## src/rtl/rpts_pkg.sv

```systemverilog
// Package of the readout packet timestamp parser: constants, register
// indexes and the structs passed between its modules. No dependencies.
`default_nettype none

package rpts_pkg;

    localparam logic [7:0] SYNC_BYTE    = 8'hCD;
    localparam logic [7:0] HDR_KIND     = 8'h10;
    localparam logic [7:0] HDR_LEN_HI   = 8'h00;
    localparam logic [7:0] HDR_LAST     = 8'h08;
    localparam logic [7:0] MAGIC_E      = 8'h45;
    localparam logic [7:0] MAGIC_M      = 8'h4D;
    localparam logic [7:0] MAGIC_I      = 8'h49;
    localparam logic [7:0] MAGIC_T      = 8'h54;
    localparam logic [7:0] TRAIL_BYTE   = 8'hAB;
    localparam logic [7:0] TYPE_START   = 8'h01;
    localparam logic [7:0] TYPE_DATA    = 8'h10;
    localparam logic [15:0] MAGIC_SKIP  = 16'd8;

    localparam logic [7:0] BACKOFF_RST  = 8'd10;
    localparam logic [7:0] JUMP_LIM_RST = 8'd50;

    // Configuration register indexes.
    localparam logic CFG_IDX_BACKOFF  = 1'b0;
    localparam logic CFG_IDX_JUMP_LIM = 1'b1;

    typedef struct packed {
        logic [7:0] roc_backoff;
        logic [7:0] roc_jump_limit;
    } cfg_t;

    typedef struct packed {
        logic        valid;
        logic [31:0] readout_cycle;
        logic [47:0] timestamp;
        logic [15:0] trigger_id;
        logic        roc_jump_error;
    } result_t;

endpackage

`default_nettype wire

```

## src/rtl/rpts_cfg_regs.sv

```systemverilog
// Configuration registers of the parser: cycle backoff and jump limit.
// Depends on rpts_pkg for register indexes and reset values.
`default_nettype none

module rpts_cfg_regs
    import rpts_pkg::*;
(
    input  wire logic       clk,
    input  wire logic       rst_n,
    input  wire logic       cfg_write_en,
    input  wire logic       cfg_index,
    input  wire logic [7:0] cfg_data,
    output cfg_t            cfg
);

    logic [7:0] backoff_reg;
    logic [7:0] jump_lim_reg;

    always_ff @(posedge clk or negedge rst_n)
    begin
        if (!rst_n)
        begin
            backoff_reg  <= BACKOFF_RST;
            jump_lim_reg <= JUMP_LIM_RST;
        end
        else if (cfg_write_en)
        begin
            unique case (cfg_index)
                CFG_IDX_BACKOFF:  backoff_reg  <= cfg_data;
                CFG_IDX_JUMP_LIM: jump_lim_reg <= cfg_data;
                default:          ;
            endcase
        end
    end

    assign cfg.roc_backoff    = backoff_reg;
    assign cfg.roc_jump_limit = jump_lim_reg;

endmodule

`default_nettype wire

```

## src/rtl/rpts_parser.sv

```systemverilog
// Packet parser state machine: sync hunt, header, magic and trailer blocks,
// skipping and the readout cycle count. Depends on rpts_pkg.
`default_nettype none

module rpts_parser
    import rpts_pkg::*;
(
    input  wire logic       clk,
    input  wire logic       rst_n,
    input  wire logic       step,
    input  wire logic [7:0] data_byte,
    input  wire cfg_t       cfg,
    output result_t         res
);

    typedef enum logic [2:0] {
        PH_SYNC1   = 3'd0,
        PH_SYNC2   = 3'd1,
        PH_HEADER  = 3'd2,
        PH_MAGIC   = 3'd3,
        PH_TRAILER = 3'd4,
        PH_SKIP    = 3'd5
    } phase_t;

    phase_t      phase_reg, phase_next;
    logic [2:0]  idx_reg, idx_next;
    logic [15:0] skip_reg, skip_next;
    logic [15:0] len_reg, len_next;
    logic        ok_reg, ok_next;
    logic [7:0]  cyc_byte_reg, cyc_byte_next;
    logic [7:0]  type_reg, type_next;
    logic [15:0] trig_reg, trig_next;
    logic [47:0] stamp_reg, stamp_next;
    logic [31:0] count_reg, count_next;

    logic        last;
    logic [15:0] skip_dec;
    logic [31:0] back_val;
    logic [31:0] back_adj;
    logic [7:0]  inc;

    assign last     = (idx_reg == 3'd7);
    assign skip_dec = (skip_reg != 16'd0) ? skip_reg - 16'd1 : skip_reg;
    // Re-extension: step back by the backoff, then move up one wrap of the
    // low byte if the stepped-back low byte lies above the received byte.
    assign back_val = count_reg - {24'd0, cfg.roc_backoff};
    assign back_adj = (back_val[7:0] > cyc_byte_reg) ? back_val + 32'd256 : back_val;
    assign inc      = cyc_byte_reg - count_reg[7:0];

    always_comb
    begin
        phase_next    = phase_reg;
        idx_next      = idx_reg;
        skip_next     = skip_reg;
        len_next      = len_reg;
        ok_next       = ok_reg;
        cyc_byte_next = cyc_byte_reg;
        type_next     = type_reg;
        trig_next     = trig_reg;
        stamp_next    = stamp_reg;
        count_next    = count_reg;
        res           = '0;

        unique case (phase_reg)
            PH_SYNC1:
            begin
                if (data_byte == SYNC_BYTE)
                    phase_next = PH_SYNC2;
            end
            PH_SYNC2:
            begin
                if (data_byte == SYNC_BYTE)
                begin
                    phase_next = PH_HEADER;
                    idx_next   = 3'd0;
                    ok_next    = 1'b1;
                end
                else
                    phase_next = PH_SYNC1;
            end
            PH_HEADER:
            begin
                if (idx_reg == 3'd0)
                begin
                    len_next = {8'd0, data_byte};
                    ok_next  = (data_byte == HDR_KIND);
                end
                else if (idx_reg == 3'd1)
                begin
                    len_next = {data_byte, len_reg[7:0]};
                    ok_next  = ok_reg && (data_byte == HDR_LEN_HI);
                end
                else if (idx_reg == 3'd2)
                    cyc_byte_next = data_byte;
                idx_next = idx_reg + 3'd1;
                if (last)
                begin
                    if (ok_reg && (data_byte == HDR_LAST))
                        phase_next = PH_MAGIC;
                    else
                    begin
                        skip_next  = len_reg;
                        phase_next = (len_reg == 16'd0) ? PH_SYNC1 : PH_SKIP;
                    end
                end
            end
            PH_MAGIC:
            begin
                unique case (idx_reg)
                    3'd0:    ok_next = (data_byte == MAGIC_E);
                    3'd1:    ok_next = ok_reg && (data_byte == MAGIC_M);
                    3'd2:    ok_next = ok_reg && (data_byte == MAGIC_I);
                    3'd3:    ok_next = ok_reg && (data_byte == MAGIC_T);
                    3'd4:    type_next = data_byte;
                    3'd6:    trig_next = {8'd0, data_byte};
                    3'd7:    trig_next = {data_byte, trig_reg[7:0]};
                    default: ;
                endcase
                idx_next = idx_reg + 3'd1;
                if (last)
                begin
                    if (ok_reg)
                        phase_next = PH_TRAILER;
                    else
                    begin
                        ok_next    = 1'b1;
                        skip_next  = MAGIC_SKIP;
                        phase_next = PH_SKIP;
                    end
                end
            end
            PH_TRAILER:
            begin
                // Bytes 0 to 5 each land once, so byte 0 clears the rest.
                if (idx_reg == 3'd0)
                    stamp_next = {40'd0, data_byte};
                else if (idx_reg < 3'd6)
                    stamp_next[8*idx_reg +: 8] = data_byte;
                else if (idx_reg == 3'd6)
                    ok_next = (data_byte == TRAIL_BYTE);
                idx_next = idx_reg + 3'd1;
                if (last)
                begin
                    phase_next = PH_SYNC1;
                    ok_next    = 1'b1;
                    if (ok_reg && (data_byte == TRAIL_BYTE))
                    begin
                        if (type_reg == TYPE_START)
                            count_next = {back_adj[31:8], cyc_byte_reg};
                        else if (type_reg == TYPE_DATA)
                        begin
                            count_next         = count_reg + {24'd0, inc};
                            res.valid          = 1'b1;
                            res.readout_cycle  = count_reg + {24'd0, inc};
                            res.timestamp      = stamp_reg;
                            res.trigger_id     = trig_reg;
                            res.roc_jump_error = (inc > cfg.roc_jump_limit);
                        end
                    end
                end
            end
            PH_SKIP:
            begin
                skip_next = skip_dec;
                if (skip_dec == 16'd0)
                    phase_next = PH_SYNC1;
            end
            default:
            begin
                phase_next = PH_SYNC1;
                idx_next   = 3'd0;
            end
        endcase
    end

    always_ff @(posedge clk or negedge rst_n)
    begin
        if (!rst_n)
        begin
            phase_reg    <= PH_SYNC1;
            idx_reg      <= 3'd0;
            skip_reg     <= 16'd0;
            len_reg      <= 16'd0;
            ok_reg       <= 1'b1;
            cyc_byte_reg <= 8'd0;
            type_reg     <= 8'd0;
            trig_reg     <= 16'd0;
            stamp_reg    <= 48'd0;
            count_reg    <= 32'd0;
        end
        else if (step)
        begin
            phase_reg    <= phase_next;
            idx_reg      <= idx_next;
            skip_reg     <= skip_next;
            len_reg      <= len_next;
            ok_reg       <= ok_next;
            cyc_byte_reg <= cyc_byte_next;
            type_reg     <= type_next;
            trig_reg     <= trig_next;
            stamp_reg    <= stamp_next;
            count_reg    <= count_next;
        end
    end

endmodule

`default_nettype wire

```

## src/rtl/rpts_out_stage.sv

```systemverilog
// Result register of the parser with the output valid/stall handshake.
// Depends on rpts_pkg for the result struct.
`default_nettype none

module rpts_out_stage
    import rpts_pkg::*;
(
    input  wire logic        clk,
    input  wire logic        rst_n,
    input  wire logic        load,
    input  wire result_t     res,
    output logic             advance,
    output logic             out_valid,
    input  wire logic        out_stall,
    output logic [31:0]      readout_cycle,
    output logic [47:0]      timestamp,
    output logic [15:0]      trigger_id,
    output logic             roc_jump_error
);

    logic        valid_reg;
    logic [31:0] cycle_reg;
    logic [47:0] stamp_reg;
    logic [15:0] trig_reg;
    logic        err_reg;

    // The register may take a new word when it is empty or being drained.
    assign advance = !valid_reg || !out_stall;

    always_ff @(posedge clk or negedge rst_n)
    begin
        if (!rst_n)
            valid_reg <= 1'b0;
        else if (advance)
            valid_reg <= load && res.valid;
    end

    always_ff @(posedge clk)
    begin
        if (advance && load && res.valid)
        begin
            cycle_reg <= res.readout_cycle;
            stamp_reg <= res.timestamp;
            trig_reg  <= res.trigger_id;
            err_reg   <= res.roc_jump_error;
        end
    end

    assign out_valid      = valid_reg;
    assign readout_cycle  = cycle_reg;
    assign timestamp      = stamp_reg;
    assign trigger_id     = trig_reg;
    assign roc_jump_error = err_reg;

endmodule

`default_nettype wire

```

## src/rtl/readout_packet_timestamp_parser_core.sv

```systemverilog
// Readout packet timestamp parser, top level.
// One byte per cycle while the input is not stalled; a record reaches the outputs after its last
// trailer byte is accepted into the input register and the result register then catches
// the parser output.
// Input stalls only while a finished record waits in the result register.
// Asynchronous active-low reset: sync hunt, count zero, backoff 10, jump limit 50.
// Depends on rpts_pkg, rpts_cfg_regs, rpts_parser and rpts_out_stage.
`default_nettype none

module readout_packet_timestamp_parser_core
    import rpts_pkg::*;
(
    input  wire logic        clk,
    input  wire logic        rst_n,
    input  wire logic        cfg_write_en,
    input  wire logic        cfg_index,
    input  wire logic [7:0]  cfg_data,
    input  wire logic        in_valid,
    output logic             in_stall,
    input  wire logic [7:0]  data_byte,
    output logic             out_valid,
    input  wire logic        out_stall,
    output logic [31:0]      readout_cycle,
    output logic [47:0]      timestamp,
    output logic [15:0]      trigger_id,
    output logic             roc_jump_error
);

    cfg_t       cfg;
    result_t    res;
    logic       advance;
    logic       in_valid_reg;
    logic [7:0] byte_reg;
    logic       step;

    rpts_cfg_regs u_cfg (
        .clk          (clk),
        .rst_n        (rst_n),
        .cfg_write_en (cfg_write_en),
        .cfg_index    (cfg_index),
        .cfg_data     (cfg_data),
        .cfg          (cfg)
    );

    assign step     = in_valid_reg && advance;
    assign in_stall = in_valid_reg && !advance;

    always_ff @(posedge clk or negedge rst_n)
    begin
        if (!rst_n)
            in_valid_reg <= 1'b0;
        else if (!in_stall)
            in_valid_reg <= in_valid;
    end

    always_ff @(posedge clk)
    begin
        if (!in_stall)
            byte_reg <= data_byte;
    end

    rpts_parser u_parser (
        .clk       (clk),
        .rst_n     (rst_n),
        .step      (step),
        .data_byte (byte_reg),
        .cfg       (cfg),
        .res       (res)
    );

    rpts_out_stage u_out (
        .clk            (clk),
        .rst_n          (rst_n),
        .load           (step),
        .res            (res),
        .advance        (advance),
        .out_valid      (out_valid),
        .out_stall      (out_stall),
        .readout_cycle  (readout_cycle),
        .timestamp      (timestamp),
        .trigger_id     (trigger_id),
        .roc_jump_error (roc_jump_error)
    );

endmodule

`default_nettype wire

```

## config.mk

```make
export PLATFORM = sky130hd
export DESIGN_NAME = readout_packet_timestamp_parser_core
export DESIGN_NICKNAME = d
export VERILOG_FILES = /design/src/rtl/rpts_pkg.sv /design/src/rtl/rpts_cfg_regs.sv /design/src/rtl/rpts_parser.sv /design/src/rtl/rpts_out_stage.sv /design/src/rtl/readout_packet_timestamp_parser_core.sv
export SDC_FILE = /design/constraint.sdc
export NUM_CORES = 1
export LEC_CHECK = 0
export ABC_AREA = 1
export ABC_CLOCK_PERIOD_IN_PS = 5990
export BUFFER_PORTS_ARGS = -buffer_cell sky130_fd_sc_hd__buf_2
export CORE_MARGIN = 2
export CORE_UTILIZATION = 45
export DETAILED_ROUTE_END_ITERATION = 16
export GPL_ROUTABILITY_DRIVEN = 0
export GPL_TIMING_DRIVEN = 0
export PLACE_DENSITY_LB_ADDON = 0.05
export SETUP_SLACK_MARGIN = 0.1
export SLEW_MARGIN = 20
export SYNTH_ARGS = -nofsm -noshare
export SYNTH_HDL_FRONTEND = slang
export SYNTH_SLANG_ARGS = --single-unit
```

## constraint.sdc

```tcl
create_clock -name clk -period 5.99 [get_ports clk]
set_clock_uncertainty 0.15 [all_clocks]
set_input_delay 1.198 -clock clk [delete_from_list [all_inputs] [get_ports clk]]
set_output_delay 1.198 -clock clk [all_outputs]
set_load 0.005 [all_outputs]
```

After elaboration in Yosys (flattened, before gate mapping) --
Cells that the tools add are included.
Storage, ports and cells: register bits after elaboration 274, output and inout bits 99, RAM bits 0, memory bits (read-only) 0, memories 0, latch bits 0, bits of input ports 22, logic and storage cells 161
Operators by class: bitwise operators 8, mux-type cells 43, add/subtract/negate cells 7, order comparisons 3, reductions and logical operators 44, div/mod/pow operators 0, equality and inequality tests 33, $mul 0, shift operators 2
Operator list (number):
- 2-to-1 mux 98 bit | 5
- 2-to-1 mux 16 bit | 7
- 2-to-1 mux 32 bit | 3
- 2-to-1 mux 48 bit | 2
- bitwise mux 48 bit | 1
- case mux 16 bit (3 select lines) | 1
- variable shift 8 x 34 -> 48 bit (first input constant) | 1
- variable part select 8 x 34 -> 48 bit | 1
- negator 6 -> 34 bit | 1
- adder 32 x 8 -> 32 bit | 1
- adder 32 x 9 -> 32 bit (second input constant) | 1
- equality test 8 x 7 -> 1 bit (second input constant) | 4
- logical NOT 16 bit | 2
- case mux 16 bit (2 select lines) | 1
- subtractor 32 x 8 -> 32 bit | 1
- 2-to-1 mux 3 bit | 8
- case mux 3 bit (6 select lines) | 1
- AND reduction 3 bit | 6
- equality test 8 x 5 -> 1 bit (second input constant) | 2
- equality test 8 bit (second input constant) | 2
- > comparator 8 bit | 2
- nonzero test 16 bit | 1
- subtractor 16 x 1 -> 16 bit (second input constant) | 1
- equality test 3 bit (second input constant) | 5
- other kinds (32) | 80

Depth between registers and ports, before layout --
Gate-level depths: netlist of the first run.
word-level depth 8, gate-level depth with buffers 26, gate-level depth less buffers 26

Modules after synthesis --
A second synthesis of the first run with hierarchy kept.
Unflattened totals: cell total of the unflattened synthesis 2001, area total of the unflattened synthesis 15874.0 um^2
By module, submodules not included:
- rpts_parser | times used 1, area an instance 11946.5 um^2, sequential area each 3779.9 um^2, cells each 1812
- rpts_out_stage | times used 1, area an instance 2961.6 um^2, sequential area each 2937.8 um^2, cells each 103
- rpts_cfg_regs | times used 1, area an instance 669.4 um^2, sequential area each 406.6 um^2, cells each 70
- readout_packet_timestamp_parser_core | times used 1, area an instance 296.5 um^2, sequential area each 265.3 um^2, cells each 16

Worst setup path after synthesis of the first run --
No wires, ideal clock.
path type flip-flop to flip-flop, start point register byte_reg[2], end point register u_out.cycle_reg[0] (netlist: u_out.readout_cycle[0]), enable pin, library setup time 554 ps, path buffers 3, clock period less this slack 6489 ps, setup slack -499 ps, stages on the path, launching flop included 11, data required time 5286 ps, data arrival time 5785 ps, cells stage by stage edfxtp_1 -> clkbuf_1 -> inv_1 -> nand4_1 -> nor4_2 -> inv_1 -> nor3_1 -> nand3_1 -> buf_2 -> buf_1 -> nor2_1
On the way: longest elaborated chain between the ends 6
RTL lines:
- start, declared | line readout_packet_timestamp_parser_core.sv:33 | logic [7:0] byte_reg;
- start signal, assigned | line readout_packet_timestamp_parser_core.sv:59 | byte_reg <= data_byte;
- equality test 8 bit | line rpts_parser.sv:146 | if (ok_reg && (data_byte == TRAIL_BYTE))
- logical AND 1 bit | line rpts_parser.sv:146
- 2-to-1 mux 98 bit | line rpts_parser.sv:146
- 2-to-1 mux 98 bit | line rpts_parser.sv:142 | if (last)
- 2-to-1 mux 98 bit | line rpts_parser.sv:64 | unique case (phase_reg)
- logical AND 1 bit | line rpts_out_stage.sv:40 | if (advance && load && res.valid)
- end signal, assigned | line rpts_out_stage.sv:42 | cycle_reg <= res.readout_cycle;
- end, declared | line rpts_out_stage.sv:22 | logic [31:0] cycle_reg;
Every way passes these cells. A chain may end at the register's enable or synchronous reset.

Worst setup path after layout of the first run --
start point register u_parser.count_reg[1], end point register u_parser.count_reg[23]
On the way: longest elaborated chain between the ends 4, elaborated cells between the ends (all ways) 8, classes of those cells add/sub: 4; order compare: 1; mux: 3
RTL lines:
- start, declared | line rpts_parser.sv:34 | logic [31:0] count_reg, count_next;
- start signal, assigned | line rpts_parser.sv:202 | count_reg <= count_next;
- subtractor 32 x 8 -> 32 bit / subtractor 8 bit (equally long branches) | line rpts_parser.sv:46, rpts_parser.sv:48
- adder 32 x 9 -> 32 bit, or another cell as far along | line rpts_parser.sv:47 | assign back_adj = (back_val[7:0] > cyc_byte_reg) ? back_val + 32'd256 : back_val;
- 2-to-1 mux 32 bit, on equally long branches | line rpts_parser.sv:47, rpts_parser.sv:150
- 2-to-1 mux 32 bit (*) | line rpts_parser.sv:148 | if (type_reg == TYPE_START)
Mark *: on every way between the ends. The rest lies on a longest branch, timed or not. The select of a mux whose other input is x is not followed.

==> results of run 1 <==
[per-layer routing]
layer | routed length, µm | global-route usage (%) | part of all wire, % | vias to the layer above
li1 | - | - | - | 6736
met1 | 22490 | 39.60 | 49 | 6485
met2 | 19410 | 38.04 | 42 | 519
met3 | 3093 | 3.055 | 6.7 | 74
met4 | 1085 | 5.874 | 2.4 | 0
met5 | 0 | 0 | 0 | -
[power by group through the flow]
stage	logic [mW]	clock network (mW)	registers, mW
floorplan	0.661	0	2.21
global placement	0.882	0	2.24
detailed placement	0.903	0	2.24
CTS	0.909	1.90	2.20
global route	1.04	2.00	2.23
finish	0.912	1.87	2.21
[through the flow]
stage	std cells	instance area [µm²]	TNS [ns]	hold WS, ns
floorplan	1942	15610	0	0.2964
global placement	2517	16780	-114.53	0.3194
detailed placement	2523	16940	0	0.3241
CTS	2581	17950	0	0.3376
global route	2581	17950	0	0.3531
finish	2581	17950	0	0.3326
[synth_stat cells, types with 5 or more instances]
cell and number:
o21ai_1 5, edfxtp_1 105, dfrtp_1 163, nor3_1 31, o41ai_1 5, nand4_1 61
nor2_1 246, xor2_1 36, nor2_4 10, nand2_1 414, a22oi_1 8, xnor2_1 13
clkbuf_1 40, a21oi_1 80, dfstp_2 6, nor4_1 11, buf_2 12, o22ai_1 19
nor2_2 11, inv_2 6, nand3_1 113, o211ai_1 9, or2_2 5, inv_1 266
clkinv_1 5, o31ai_1 11, o21ai_0 127, nand2_2 16, ha_1 50
[kinds of logic (layout without fill, tap and decap cells)]
| group | count (synthesis) | after routing |
|---|---|---|
| AND/OR/NAND/NOR | 939 | 939 |
| adder cells (fa/ha/maj) | 53 | 53 |
| AO/OA/AOI/OAI | 290 | 290 |
| flip-flops | 274 | 274 |
| XOR/XNOR | 49 | 49 |
| buffers and inverters | 337 | 521 |
[path summary, 6_finish.rpt]
check                                       start  cells past startpoint  slack (ns)                endpoint
max                         u_parser.count_reg[1]                     25        1.21  u_parser.count_reg[23]
min in group asynchronous                   rst_n                      1        0.35  u_parser.count_reg[19]
min                        u_parser.stamp_reg[17]                      2        0.33  u_parser.stamp_reg[17]
max in group asynchronous                   rst_n                      3        4.30         u_parser.ok_reg
max reg2reg                 u_parser.count_reg[1]                     25        1.21  u_parser.count_reg[23]
min reg2reg                u_parser.stamp_reg[17]                      2        0.33  u_parser.stamp_reg[17]
[critical path: cells and delay by family, from the launching register on]
family | cells | cell delay (ns)
adder cells (fa/ha/maj) | 2 | 0.56
buffers and inverters | 4 | 0.37
AO/OA/AOI/OAI | 6 | 1.11
XOR/XNOR | 1 | 0.34
AND/OR/NAND/NOR | 12 | 1.62
flip-flops | 1 | 0.48
[layout make-up]
cell class / instances / area (µm²)
Fill cell: 3348 / 16430
Sequential cell: 274 / 7390
Multi-Input combinational cell: 1331 / 6914
Inverter: 278 / 1046
Clock buffer: 42 / 869.6
Timing Repair Buffer: 126 / 760.7
Tap cell: 455 / 569.3
Buffer: 59 / 262.8
Clock inverter: 16 / 135.1
[cell usage in the layout (no fill, tap or decap), drive strengths merged, types with 82 or more instances in the layout]
| master | Yosys | routed |
|---|---|---|
| buf | 18 | 144 |
| clkbuf | 41 | 83 |
| a21oi | 82 | 82 |
| nand2 | 434 | 434 |
| nand3 | 118 | 118 |
| inv | 273 | 275 |
| edfxtp | 105 | 105 |
| dfrtp | 163 | 163 |
| nor2 | 267 | 267 |
| o21ai | 133 | 133 |
==> flow_summary.toml, run 1 <==
[status]
status = "finished clean"

[synthesis]
netlist_instances = 1942
syn_area_um2 = 15600
synthesis.nets = 2017
synth_compound_area_share_pct = 10.50
synthAdderAreaFrac_pct = 4.394
synth_area_leaders = "dfrtp_1 (26%), edfxtp_1 (20%), nand2_1 (10%), inv_1 (6.4%), nor2_1 (5.9%)"
ys_seq_elements = 274
postSynthAreaPerCell_um2 = 8.036
synth.distinct_cells = 58
synth.mux.area_fraction_pct = 0
synth_edf_count = 105
synth_top_family_by_area = "simple AND/OR/NAND/NOR gates"
synthSimpleGateAreaFrac_pct = 26.62
synth-main-ff-cell = "dfrtp_1"
ys_seq_area_share_pct = 47.35
synthArstFlopShare_pct = 61.68
synth_top_area_share_pct = 26.14
synth_area_leader_cell = "dfrtp_1"
synthXorXnorAreaFrac_pct = 2.750
yosys_warnings = 0

[global_routing]
grt_util_all_layers_pct = 25.53
antenna_found_initial = 0
grt_max_degree = 77
grt_pass1_vias = 12980
grt-ovfl-total = 0
grt_pass1_wl_um = 72240

[final_layout]
drive_above_1_share_pct = 12.28
n_antenna_cell = 0
utilization_pct = 52.21
area_delta_synth_final_pct = 15.01
fin_nets = 2176

[drt]
drt_pre_antenna_iters = 7
drtIter0Drc = 1127
vias_per_cell = 5.352
drc = 0
vias = 13810
wl_um = 46080
post_drt_wl_per_cell_um = 17.85
final_antenna_net_count = 0

[timing]
slew_viol_final = 0
worst_pin_slew_ns = 0.8856
clock.fmax_mhz = 209.2
setup_slack_ns = 1.210
fin_crit_ns = 4.780
setup_viol = 0
hold_viol = 0
slew_headroom_pct = 40.51
rsz0062_at_grt = "false"
finalCritPeriodShare_pct = 79.81

[job]
drv_cap = 0

[die]
start_util_pct = 45.40
rows = 68
design.die.area_um2 = 36180
core_area_um2 = 34370
chipWidth_um = 190.2
io-pin-count = 121
die_h_um = 190.2

[placement]
dpl_worst_slack_ns = 1.350
hpwl_um = 34430
io_buffer_count = 120

[power_and_ir_drop]
p_int_mw = 3.442
pwr-share-comb_pct = 18.3
ir_drop_uv = 224.8
switching_share_pct = 31.01
seqPwrFrac_pct = 44.2
power.total_mw = 4.990
p_leak_nw = 8.162
clkPwrFrac_pct = 37.5
p_switching_mw = 1.547
power_density_nw_per_um2 = 278.0

[clock_network]
tritoncts = "yes"
ctsLongestPathBuffers = 3
clock_latency_ns = 0.58
post-cts-setup-buffers = 0
cts_hold_buf = 0
path_clk_slew_ns = 0.07
cts.sinks = 274
numCtsBuffers = 31
cts_max_level = 1
post_cts_resized = 0
cts_root_buffer = "clkbuf_16"

[critical_path]
criticalPathCategory = "flip-flop to flip-flop"
start_kind = "flip-flop"
path_max_fanout = 5
slowest_delay_ns = 0.48
critPathMostFrequentCell = "nand2_1"
required_ns = 6.30
endpoint_kind = "flip-flop"
cp_slowest_cell = "dfrtp_1"
arrival_ns = 5.09

[hold_path]
hold_class = "flip-flop to flip-flop"
Power figures use the tool's default switching activity.
==> run 2: changes to the inputs <==
--- a/config.mk
+++ b/config.mk
@@ -6,7 +6,7 @@
 export NUM_CORES = 1
 export LEC_CHECK = 0
 export ABC_AREA = 1
-export ABC_CLOCK_PERIOD_IN_PS = 5990
+export ABC_CLOCK_PERIOD_IN_PS = 4200
 export BUFFER_PORTS_ARGS = -buffer_cell sky130_fd_sc_hd__buf_2
 export CORE_MARGIN = 2
 export CORE_UTILIZATION = 45
==> constraint.sdc (replaced) <==
create_clock -name clk -period 4.2 [get_ports clk]
set_clock_uncertainty 0.15 [all_clocks]
set_input_delay 0.84 -clock clk [delete_from_list [all_inputs] [get_ports clk]]
set_output_delay 0.84 -clock clk [all_outputs]
set_load 0.005 [all_outputs]
==> run 2 against run 1 <==
Clock-buffer cell count is 2 lower. Routed wire length decreased by 0.31%. Combinational power up 44%. Critical path depth unchanged. Final area up 1.8%. First-iteration DRC count is 4.9% lower. Register-to-register slack worse by 0.93 ns. Via count rose by 1.0%. Sequential power is 42% higher. Power is 47% higher. Worst hold slack lost 0.052 ns. Utilization grew 0.96 points.
==> flow_summary.toml, run 2 (synthesis results as in run 1) <==
[status]
status = "finished clean"

[final_layout]
final_common_cell = "nand2_1"
fillers = 3407
area_delta_synth_final_pct = 17.13
fin_nets = 2187
fin_area_um2 = 18280
drive_above_1_share_pct = 14.13
final_cell_mix = "nand2_1 (412), inv_1 (266), nor2_1 (241)"
n_antenna_cell = 0

[die]
core_area_um2 = 34370
io-pin-count = 121
die_h_um = 190.2
rows = 68
chipWidth_um = 190.2
start_util_pct = 45.40
design.die.area_um2 = 36180

[clock_network]
cts.sinks = 274
cts_root_buffer = "clkbuf_16"
path_clk_slew_ns = 0.06
clock_latency_ns = 0.58
cts_max_level = 1
tritoncts = "yes"
numCtsBuffers = 31
ctsLongestPathBuffers = 3

[power_and_ir_drop]
p_int_mw = 5.110
pwr-share-comb_pct = 17.8
switching_share_pct = 30.24
clkPwrFrac_pct = 39.3
p_switching_mw = 2.215
p_leak_nw = 8.281
ir_drop_uv = 343.7
power.total_mw = 7.325
seqPwrFrac_pct = 42.9
power_density_nw_per_um2 = 400.7

[global_routing]
antenna_found_initial = 0
grt_pass1_vias = 13140
grt_pass1_wl_um = 72330
grt_util_all_layers_pct = 25.52
grt-ovfl-total = 0
grt_max_degree = 88

[drt]
vias_per_cell = 5.383
drc = 0
drtIter0Drc = 1072
post_drt_wl_per_cell_um = 17.72
vias = 13950
drt_pre_antenna_iters = 5
wl_um = 45940
final_antenna_net_count = 0

[critical_path]
required_ns = 4.51
arrival_ns = 4.23
criticalPathCategory = "flip-flop to flip-flop"
start_kind = "flip-flop"
cp-startpoint = "u_parser.cyc_byte_reg[0]"
endpoint_kind = "flip-flop"
path_max_fanout = 4
reg2reg_from = "u_parser.cyc_byte_reg[0]"

[timing]
fin_crit_ns = 3.921
setup_slack_ns = 0.2793
finalCritPeriodShare_pct = 93.35
fin_tns_setup_ns = 0
hold_viol = 0
clock.fmax_mhz = 255.1
rsz0062_at_grt = "true"
slew_headroom_pct = 36.79
slew_viol_final = 0
holdWs_ns = 0.2808
setup_viol = 0
worst_pin_slew_ns = 0.9410

[placement]
hpwl_um = 33890
placement.cell_area_um2 = 16940
dpl_worst_slack_ns = -0.3845
io_buffer_count = 120

[hold_path]
hp-start = "data_byte[0]"
hold_class = "input port to flip-flop"

[job]
drv_cap = 0
[run 2: cell count changes in the layout (fill, tap and decap cells not counted), moves of 3 or more]
| cell | before | now |
|---|---|---|
| bufinv_16 | 1 | 5 |
| nand3_1 | 113 | 110 |
| ha_1 | 50 | 46 |
| clkinv_4 | 3 | 0 |
| nor2_1 | 245 | 241 |
| a21oi_1 | 80 | 75 |
| nor2_4 | 11 | 15 |
| o21ai_2 | 1 | 5 |
| o21ai_0 | 127 | 123 |
| buf_4 | 4 | 13 |
| a21oi_2 | 2 | 7 |
[run 2: critical path, stage by stage, from the launching register on]
cell	delay (ns)
dfrtp_1	0.39
inv_1	0.08
ha_2	0.22
fa_2	0.39
nand3b_1	0.19
nand2_1	0.08
nand2_1	0.06
nand2_1	0.07
a21oi_1	0.10
xnor2_2	0.18
ha_4	0.31
nand2_1	0.11
o21ai_2	0.17
nand2_2	0.10
nand3_4	0.12
inv_1	0.08
nor2_4	0.14
inv_1	0.10
nor2_4	0.17
nand2_1	0.10
o21ai_2	0.15
nand3_1	0.09
nand2_1	0.10
inv_1	0.05
nand2_1	0.06
nand2_1	0.05
[run 2: path summary, 6_finish.rpt]
path | cells past startpoint | slack, ns | end
worst max-delay path | 25 | 0.28 | u_parser.count_reg[23]
worst min-delay path | 1 | 0.28 | byte_reg[0]
worst max register to register | 25 | 0.28 | u_parser.count_reg[23]
worst min register to register | 2 | 0.33 | u_parser.stamp_reg[18]
max in group asynchronous | 4 | 2.37 | u_parser.phase_reg[2]
min in group asynchronous | 2 | 0.47 | u_parser.count_reg[15]
[run 2: repair_timing]
| item | CTS | global route |
|---|---|---|
| hold buffers | 1 | 0 |
| setup buffers | 2 | 8 |
| hold endpoints to repair | 1 | 0 |
| pin swaps | 1 | 6 |
| resized for setup | 13 | 24 |
| endpoints found under the setup margin | 32 | 42 |
[run 2: power groups by stage]
stage               registers (mW)  clock network [mW]  logic, mW
global route                  3.17                3.04       1.51
detailed placement            3.19                   0       1.29
finish                        3.14                2.88       1.31
CTS                           3.14                2.93       1.30
global placement              3.19                   0       1.26
floorplan                     3.15                   0      0.943
[run 2: cell type report]
| class | count | area (µm²) | area share (%) |
|---|---|---|---|
| Buffer | 59 | 262.8 | 1.437 |
| Clock buffer | 40 | 839.6 | 4.593 |
| Clock inverter | 18 | 240.2 | 1.314 |
| Inverter | 278 | 1046 | 5.722 |
| Multi-Input combinational cell | 1331 | 7072 | 38.69 |
| Sequential cell | 274 | 7391 | 40.43 |
| Tap cell | 455 | 569.3 | 3.115 |
| Timing Repair Buffer | 137 | 858.3 | 4.696 |
[run 2: metrics by stage]
| stage | util (%) | instances |
|---|---|---|
| 2_1_floorplan | - | 1942 |
| 3_3_place_gp | 48.82 | 2517 |
| 3_5_place_dp | 49.29 | 2523 |
| 6_report | 53.18 | 2592 |
| 5_1_grt | 53.18 | 2592 |
| 4_1_cts | 52.67 | 2584 |
[run 2: routing by layer]
layer / global-route usage (%) / routed length [µm] / vias to the layer above
met5: 0 / 0 / -
met4: 7.573 / 1225 / 0
met3: 3.846 / 3458 / 77
met2: 37.44 / 19350 / 539
met1: 38.87 / 21900 / 6584
li1: - / - / 6753
==> run 3: changes to the inputs <==
--- a/config.mk
+++ b/config.mk
@@ -7,10 +7,10 @@
 export LEC_CHECK = 0
 export ABC_AREA = 1
 export ABC_CLOCK_PERIOD_IN_PS = 4200
-export BUFFER_PORTS_ARGS = -buffer_cell sky130_fd_sc_hd__buf_2
 export CORE_MARGIN = 2
 export CORE_UTILIZATION = 45
 export DETAILED_ROUTE_END_ITERATION = 16
+export DONT_BUFFER_PORTS = 1
 export GPL_ROUTABILITY_DRIVEN = 0
 export GPL_TIMING_DRIVEN = 0
 export PLACE_DENSITY_LB_ADDON = 0.05
==> run 3 against run 2 <==
The flow now finishes with violations (hold timing). Utilization fell by 2.2 points. Register-to-register slack about the same. Final area fell by 4.1%. Clock power decreased by 6%. Global-route usage grew 0.17 points. Power fell by 3.0%. Maximum frequency decreased by 0.14%. Critical path depth shrank 5. Via count down 3.1%. Critical path type unchanged. Critical endpoint is now u_out.readout_cycle[21]. Highest routed layer is now met5.
==> flow_summary.toml, run 3 (synthesis results as in run 1) <==
[drt]
drtIter0Drc = 1139
wl_um = 46470
drt_pre_antenna_iters = 5
vias = 13520
final_antenna_net_count = 0
drc = 0
post_drt_wl_per_cell_um = 18.81
vias_per_cell = 5.475

[timing]
holdWs_ns = -0.2027
clock.fmax_mhz = 254.7
rsz0062_at_grt = "false"
finalCritPeriodShare_pct = 93.48
slew_viol_final = 0
worst_pin_slew_ns = 0.9575
slew_headroom_pct = 35.82
setup_viol = 0
hold_viol = 163
fin_crit_ns = 3.926

[critical_path]
reg2reg_slack_ns = 0.27
path_max_fanout = 4
reg2reg_to = "u_out.readout_cycle[21]"
path_cells = "inv_1 > ha_2 > fa_2 > nand3b_1 > nand2_1 > nand2_1 > nand2_1 > a21oi_1 > xnor2_2 > ha_4 > a21oi_1 > o21ai_2 > a21o_1 > a21oi_2 > nor2_1 > nand2_1 > nand2_1 > and2_1 > inv_1 > nor2_1"
reg2reg_from = "u_parser.cyc_byte_reg[0]"
criticalPathCategory = "flip-flop to flip-flop"
cp_slowest_cell = "fa_2"
slowest_delay_ns = 0.40
endpoint_kind = "flip-flop"
required_ns = 4.36
reg2reg_depth = 20
arrival_ns = 4.09
start_kind = "flip-flop"
critPathMostFrequentCell = "nand2_1"

[global_routing]
grt_pass1_vias = 12740
grt_max_degree = 170
grt-ovfl-total = 0
grt_util_all_layers_pct = 25.69
grt_pass1_wl_um = 72320
antenna_found_initial = 1

[final_layout]
drive_above_1_share_pct = 8.933
fin_nets = 2066
area_delta_synth_final_pct = 12.28
final_cell_mix = "nand2_1 (413), inv_1 (266), nor2_1 (241)"
final_common_cell = "nand2_1"
fillers = 3382
n_antenna_cell = 0

[die]
die_h_um = 190.2
core_area_um2 = 34370
io-pin-count = 121
chipWidth_um = 190.2
start_util_pct = 45.40
design.die.area_um2 = 36180
rows = 68

[clock_network]
cts_root_buffer = "clkbuf_16"
clock_latency_ns = 0.59
ctsLongestPathBuffers = 3
cts_max_level = 1
path_clk_slew_ns = 0.07
cts.sinks = 274
numCtsBuffers = 30
tritoncts = "yes"

[job]
drv_cap = 0

[power_and_ir_drop]
clkPwrFrac_pct = 38.0
seqPwrFrac_pct = 44.2
ir_drop_uv = 322.5
p_leak_nw = 7.647
p_int_mw = 4.898
p_switching_mw = 2.210
power_density_nw_per_um2 = 405.7
pwr-share-comb_pct = 17.8
switching_share_pct = 31.09
power.total_mw = 7.108

[placement]
io_buffer_count = 0
hpwl_um = 34040

[status]
status = "complete, but fails checks"
failed_checks = "hold timing"

[hold_path]
hold_class = "input port to asynchronous set/reset pin"
==> run 3: cell count changes in the layout (fill, tap and decap cells not counted), moves of 2 or more <==
cell,previous run,this run
buf_16,4,2
clkbuf_8,3,1
o21ai_2,5,3
clkinv_2,6,10
clkbuf_1,46,41
buf_2,131,12
o21ai_1,5,7
a21oi_1,75,77
buf_4,13,17
bufinv_16,5,3
a21oi_2,7,5
==> run 3: worst max path at each step <==
| stage | end | start | slack [ns] | depth (start not counted) |
|---|---|---|---|---|
| 2_1_floorplan | u_out.readout_cycle[0] | byte_reg[2] | 0.43 | 10 |
| 3_3_place_gp | u_out.roc_jump_error | byte_reg[1] | -1.33 | 9 |
| 3_5_place_dp | u_parser.count_reg[15] | u_parser.count_reg[1] | -0.37 | 21 |
| 4_1_cts | u_parser.count_reg[23] | u_parser.cyc_byte_reg[0] | 0.12 | 25 |
| 5_1_grt | u_parser.count_reg[31] | u_parser.cyc_byte_reg[0] | 0.07 | 24 |
| 6_report | u_out.readout_cycle[21] | u_parser.cyc_byte_reg[0] | 0.27 | 20 |
==> run 3: metal layers <==
metal,wire [µm],track usage [%]
met1,21770,38.72
met2,19730,37.56
met3,3776,4.914
met4,1192,7.215
met5,13,0
==> run 3: stage by stage <==
stage	instance area, µm²	setup slack (ns)	cells	util, %	setup TNS (ns)
floorplan	15610	0.4255	1942	-	0
global placement	16180	-1.327	2397	47.08	-130.17
detailed placement	16280	-0.3692	2401	47.35	-1.852
CTS	17350	0.1197	2459	50.48	0
global route	17520	0.06589	2470	50.98	0
finish	17520	0.2739	2470	50.98	0
==> run 3: worst max-delay path, delay by kind of cell (launching register included) <==
kind                     cells  cell delay (ns)
AO/OA/AOI/OAI                5             0.91
XOR/XNOR                     1             0.26
adder cells (fa/ha/maj)      3             0.88
buffers and inverters        2             0.15
flip-flops                   1             0.39
AND/OR/NAND/NOR              9             0.89
==> run 3: layout make-up <==
class / count / area, µm² / area share [%]
flip-flops and latches: 274 / 7391 / 42.18
multi-input cells: 1331 / 7052 / 40.25
inverters: 278 / 1046 / 5.970
clock buffers: 33 / 772.0 / 4.406
well taps: 455 / 569.3 / 3.249
plain buffers: 59 / 264.0 / 1.507
clock inverters: 23 / 235.2 / 1.342
repair buffers: 17 / 192.7 / 1.100
==> run 3: power groups by stage <==
stage | Sequential [mW] | Clock (mW) | Combinational [mW]
after floorplan | 3.15 | 0 | 0.943
after global placement | 3.19 | 0 | 1.22
after detailed placement | 3.19 | 0 | 1.24
after CTS | 3.14 | 2.76 | 1.25
after global routing | 3.17 | 2.85 | 1.43
final | 3.14 | 2.70 | 1.26
==> run 3: timing repair <==
action | 4_1_cts | 5_1_grt
setup buffers | 2 | 11
gates cloned | 0 | 0
hold endpoints to repair | 168 | 163
pin swaps | 1 | 9
endpoints found under the setup margin | 16 | 114
resized for setup | 15 | 17
